$ cat src/hw/rtl/lpms_probe.sv
// Greedy scan over the stored items for one candidate limit: reads one item
// per cycle and counts how many contiguous parts that limit needs.
module lpms_probe #(
  parameter int MAX_ITEMS = 1024,
  parameter int SIZE_BITS = 16,
  localparam int CNT_W  = $clog2(MAX_ITEMS + 1),
  localparam int ADDR_W = (MAX_ITEMS > 1) ? $clog2(MAX_ITEMS) : 1,
  localparam int SUM_W  = SIZE_BITS + CNT_W
) (
  input  logic                 clk,
  input  logic                 rst,
  input  logic                 start,
  input  logic [SUM_W-1:0]     limit,
  input  logic [CNT_W-1:0]     item_count,
  output logic                 rd_en,
  output logic [ADDR_W-1:0]    rd_addr,
  input  logic [SIZE_BITS-1:0] rd_data,
  output logic                 done,
  output logic [CNT_W-1:0]     parts
);

  logic             issuing;
  logic             dval;
  logic             dlast;
  logic [CNT_W-1:0] idx;
  logic [SUM_W-1:0] limit_q;
  logic [SUM_W-1:0] acc;
  logic             last_issue;
  logic [SUM_W:0]   acc_plus;
  logic             fits;

  assign last_issue = (idx == (item_count - CNT_W'(1)));
  assign rd_en      = issuing;
  assign rd_addr    = idx[ADDR_W-1:0];

  assign acc_plus = {1'b0, acc} + (SUM_W + 1)'(rd_data);
  assign fits     = (acc_plus <= {1'b0, limit_q});

  always_ff @(posedge clk) begin
    if (rst) begin
      issuing <= 1'b0;
      dval    <= 1'b0;
      dlast   <= 1'b0;
      done    <= 1'b0;
    end else begin
      done  <= dval && dlast;
      dval  <= issuing;
      dlast <= issuing && last_issue;
      if (start) begin
        issuing <= 1'b1;
      end else if (issuing && last_issue) begin
        issuing <= 1'b0;
      end
    end
  end

  // The read data arrives in the cycle after its address, so the accumulator
  // handles each item in the cycle after the address counter issued it.
  always_ff @(posedge clk) begin
    if (start) begin
      idx     <= '0;
      limit_q <= limit;
      acc     <= '0;
      parts   <= CNT_W'(1);
    end else begin
      if (issuing) begin
        idx <= idx + CNT_W'(1);
      end
      if (dval) begin
        if (fits) begin
          acc <= acc_plus[SUM_W-1:0];
        end else begin
          parts <= parts + CNT_W'(1);
          acc   <= SUM_W'(rd_data);
        end
      end
    end
  end

endmodule

$ cat config.mk
export PLATFORM = sky130hd
export DESIGN_NAME = lpms_probe
export DESIGN_NICKNAME = d
export VERILOG_FILES = /design/src/hw/rtl/lpms_probe.sv
export SDC_FILE = /design/constraint.sdc
export NUM_CORES = 1
export LEC_CHECK = 0
export ABC_AREA = 1
export BUFFER_PORTS_ARGS = -buffer_cell sky130_fd_sc_hd__buf_2
export CORE_ASPECT_RATIO = 1.1
export CORE_UTILIZATION = 55
export DETAILED_ROUTE_END_ITERATION = 12
export GPL_TIMING_DRIVEN = 1
export PLACE_DENSITY = 0.89
export SYNTH_ARGS = -nofsm -noshare
export SYNTH_HDL_FRONTEND = slang
export SYNTH_SLANG_ARGS = --single-unit
export TNS_END_PERCENT = 30
$ cat constraint.sdc
create_clock -name clk -period 4.7 [get_ports clk]
set_input_delay 0.705 -clock clk [delete_from_list [all_inputs] [get_ports clk]]
set_output_delay 0.705 -clock clk [all_outputs]
set_load 0.02 [all_outputs]
* Word-level counts from Yosys, hierarchy flattened
Index checks and enable logic that the tools add are counted.
** Operators by class
- $lt $le $gt $ge :: 1
- Add/sub/neg operators :: 4
- Bitwise gates (word level) :: 1
- Reductions and logical operators :: 4
- Equal/unequal tests :: 1
- Multiplexer cells :: 3
** Operator list (number)
- adder 27 x 16 -> 28 bit :: 1
- <= comparator 28 x 27 -> 1 bit :: 1
- two-way mux 27 bit :: 1
- adder 11 x 1 -> 11 bit, second input constant :: 2
- == test 11 bit :: 1
- subtractor 11 x 1 -> 11 bit, second input constant :: 1
- logical AND 1 bit :: 2
- two-way mux 1 bit :: 2
- AND reduction 2 bit :: 1
- nonzero test 2 bit :: 1
- inverter 1 bit :: 1
** Storage, ports and cells
- Bits in registers :: 80
- Input bits :: 57
- Output and inout port bits :: 23
- Word-level logic and storage cells :: 22

* Logic depth before layout (Yosys ltp)
- Word-level depth :: 5
- Gate-level depth with buffers :: 30
- Gate-level depth less buffers :: 29

* Worst setup path before layout
OpenSTA, ideal clock, no wires.
- Path kind :: input-to-reg
- From :: in rd_data[0]
- To :: reg acc[8]
- Path buffers :: 1
- Cell stages on the path :: 25
- Data required time :: 4.591 ns
- Library setup time :: 0.109 ns
- Slack :: 0.944 ns
- Arrival :: 3.647 ns
- Cells stage by stage :: ha_1 fa_1 nand3_1 nand2_1 a21boi_1 inv_1 nand2_1 nand2_1 nand4_1 nand3b_1 nand2_1 inv_1 ha_1 nand2_1 nor3_1 nand3_2 nor2_4 nand2_4 nand2_8 nand2_8 buf_12 nand3_2 nand3_1 nand2_1 inv_1
** On the way
- Cells in the longest elaborated chain, start to end :: 3
** RTL lines
- from (decl) :: RTL line 17 : input logic [SIZE_BITS-1:0] rd_data,
- adder 27 x 16 -> 28 bit * :: RTL line 36 : assign acc_plus = {1'b0, acc} + (SUM_W + 1)'(rd_data);
- <= comparator 28 x 27 -> 1 bit :: RTL line 37 : assign fits = (acc_plus <= {1'b0, limit_q});
- two-way mux 27 bit * :: RTL line 70 : if (fits) begin
- to (signal assigned) :: RTL line 71 : acc <= acc_plus[SUM_W-1:0];
- to (signal assigned) :: RTL line 74 : acc <= SUM_W'(rd_data);
- to (decl) :: RTL line 27 : logic [SUM_W-1:0] acc;
Mark *: on every way between the ends. The rest lies on a longest branch, timed or not.
A chain may end at the register's enable or synchronous reset.

* Final worst setup path
- From :: in rd_data[0]
- To :: reg parts[3]
** On the way
- Cells in the longest elaborated chain, start to end :: 4
** RTL lines
- adder 27 x 16 -> 28 bit :: RTL line 36
- <= comparator 28 x 27 -> 1 bit :: RTL line 37
- inverter 1 bit (no source line)
- AND reduction 2 bit (no source line)
- to (signal assigned) :: RTL line 73 : parts <= parts + CNT_W'(1);
- to (decl) :: RTL line 19 : output logic [CNT_W-1:0] parts
No other way between the ends.

==> metrics.cfg <==
[sta]
max_freq_mhz=247
worst_clock_skew_ns=0.00876
tightest_slew_ns=0.805
grt_setup_unrepaired=false
hold_violations=0
tns_ns=0
period_share_pct=86.1
setup_ws_ns=0.654
setup_viol=0
slew-limit-headroom_pct=46.0
period_needed_ns=4.05
drv_slew=0

[floorplan]
rows=38
die_area_um2=10900
start_util_pct=57.7
io_pins=80
die_w_um=99.8
coreArea_um2=10000
chipHeight_um=110

[placement]
dp_cells=967
place_ws_ns=0.303
gp_congestion=0.943
port_buffers=79
hpwl_mm=9.38

[worst_hold_path]
hp-class=reg2reg
hold-path-cell-count=2

[synth]
ys_seq_area_share_pct=32.3
yosys-top-cells-area=dfxtp_1 (18%), edfxtp_1 (14%), nand2_1 (11%)
yosys.area.top_type=dfxtp_1
avgSynthCellArea_um2=7.51
synth_enable_flop_cells=27
yosysTopAreaCellShare_pct=18.3
ys_ff_latch=80
async_flop_share_pct=0
ys.warnings.count=0
synth_cell_types=42
yosys_most_used_dff=dfxtp_1
syn-cell-area_um2=5790
syn-num-nets=875
synthCells=771

[clock_tree]
htreeDepth=3
postCtsSetupRepairBufs=0
clk_pin_slew_ns=0.09
cts_root_buf=clkbuf_8
clock_sinks=80
cts_buffers=9
postCtsHoldBufs=0
cts_tree=done
cts.repair.resized=0
clk_latency_ns=0.36
cts_max_path_buffers=2

[worst_setup_path]
worst-setup-path-type=in2reg
cp_data_arrival_time_ns=4.30
cpMaxStageDelayCell=fa_1
worst_path_largest_cell_delay_ns=0.40
cp-start-kind=input port
critical_path_required_ns=4.96
reg2reg_depth=23
cp_common_cell=nand2_1
end_kind=flip-flop
cp_max_fo=18
worstPathCellList=buf_2, ha_1, fa_1, nand3_1, nand2_1, a21boi_1, inv_1, nand2_1, nand2_1, xor2_1, ha_1, nand2_1, nor2_1, nand4_1, a21oi_1, nor2_1, nor2_1, nand2_4, nand2_8, nand3_4, inv_2, nand2_1, nand2_1, nor2_1

[routing]
drc=0
wire_per_inst_um=12.8
vias_per_cell=5.28
initialDrtViolationCount=238
routed_wl_mm=12.6
firstDrtPassIters=5
drtAntennaViolNets=0
vias=5192

[global_routing]
grt_pass1_vias=4928
track_usage_pct=24.4
antenna_found_initial=0
grt_max_degree=52
overflow=0
grt_pass1_wl_mm=21.0

[finish]
nNetsFinal=942
ff_latch_area_um2=1870
instances_no_fill=983
diodes=0
area_growth_pct=11.0
multiInputGateArea_um2=3270
drive_above_1_share_pct=18.5
fillers=844

[power]
totalPowerFinal_mw=1.69
vdd_drop_max_mv=0.137
p_per_area_nw_per_um2=263
cellLeakagePower_nw=3.09

[outcome]
outcome=finished clean

[flow_run]
max_cap_violations=0

==> worst max-delay path: cells and delay by family <==
family,cells,cell delay (ns)
xor gates and xnor gates,1,0.18
and+or+nand+nor,15,1.62
buffers and inverters,3,0.42
AOI/OAI and AO/OA,2,0.46
adders and majority gates,3,0.91
==> kinds of logic (layout without fill, tap and decap cells) <==
| kind of cell | after synthesis | count (layout) | share of synthesized area, % |
|---|---|---|---|
| and+or+nand+nor | 372 | 372 | 31.5 |
| buffers and inverters | 146 | 218 | 11.1 |
| AOI/OAI and AO/OA | 85 | 85 | 8.58 |
| DFF | 80 | 80 | 32.3 |
| adders and majority gates | 47 | 47 | 10.3 |
| xor gates and xnor gates | 41 | 41 | 6.20 |
==> final timing paths <==
check | startpoint | endpoint | slack (ns)
min reg2reg | dlast | done | 0.43
max reg2reg | acc[0] | parts[3] | 0.80
min | dlast | done | 0.43
max | rd_data[0] | parts[3] | 0.65
==> power breakdown <==
part / total, mW / switching (mW) / internal [mW] / leakage (nW)
sequential: 0.765 / 0.0159 / 0.749 / 0.694
combinational: 0.346 / 0.217 / 0.130 / 2.28
clock: 0.577 / 0.265 / 0.312 / 0.119
==> synthesized netlist by cell type (all sizes together), types with 2 or more instances <==
library cell	number
nor2	58
o211ai	2
xor2	25
nand3	70
or2	4
o21ai	22
nor4	3
edfxtp	27
a21oi	54
clkinv	2
buf	20
nand2	185
and2	2
o21bai	3
dfxtp	53
clkbuf	7
inv	117
ha	46
nor3	18
xnor2	16
nand4	31
a21o	2
==> final cells by class <==
| class | instances | area share, % |
|---|---|---|
| clock inverter | 5 | 0.915 |
| tap | 140 | 2.73 |
| timing repair buffer | 83 | 6.62 |
| sequential | 80 | 29.1 |
| inverter | 119 | 6.99 |
| multi-input combinational | 545 | 50.9 |
| clock buffer | 11 | 2.71 |
==> metrics by stage <==
step           util (%)  hold slack [ns]  area, um^2
2_1_floorplan         -            0.404        5790
3_3_place_gp       61.7            0.418        6190
3_5_place_dp       61.7            0.427        6190
4_1_cts            64.1            0.439        6430
5_1_grt            64.1            0.460        6430
6_report           64.1            0.434        6430
==> registers in the layout, summed over array words and instances, names as in the netlist <==
signal	flops
dlast	1
limit_q	27
idx	11
parts	11
rd_en	1
dval	1
done	1
acc	27
==> per-layer routing <==
layer | GRT usage, % | up-vias | share of wire (%)
met2 | 43.4 | 141 | 49
met1 | 27.4 | 2378 | 43
met4 | 11.6 | 0 | 2.9
met5 | 0 | - | 0
met3 | 5.79 | 32 | 5.3
li1 | - | 2641 | -
==> cells in the final DEF, fill, tap and decap left out, types with 4 or more instances in the layout <==
master	count
nand3_2	23
nand2_2	5
xnor2_1	16
buf_4	4
nor2_1	56
inv_2	6
inv_1	110
nand3_1	45
edfxtp_1	27
dfxtp_1	52
o21ai_0	20
nor3_1	18
nand2_1	176
xor2_1	25
clkbuf_8	9
nand4_1	31
buf_2	79
a21oi_2	10
a21oi_1	43
ha_1	46
Power figures use the tool's default switching activity.
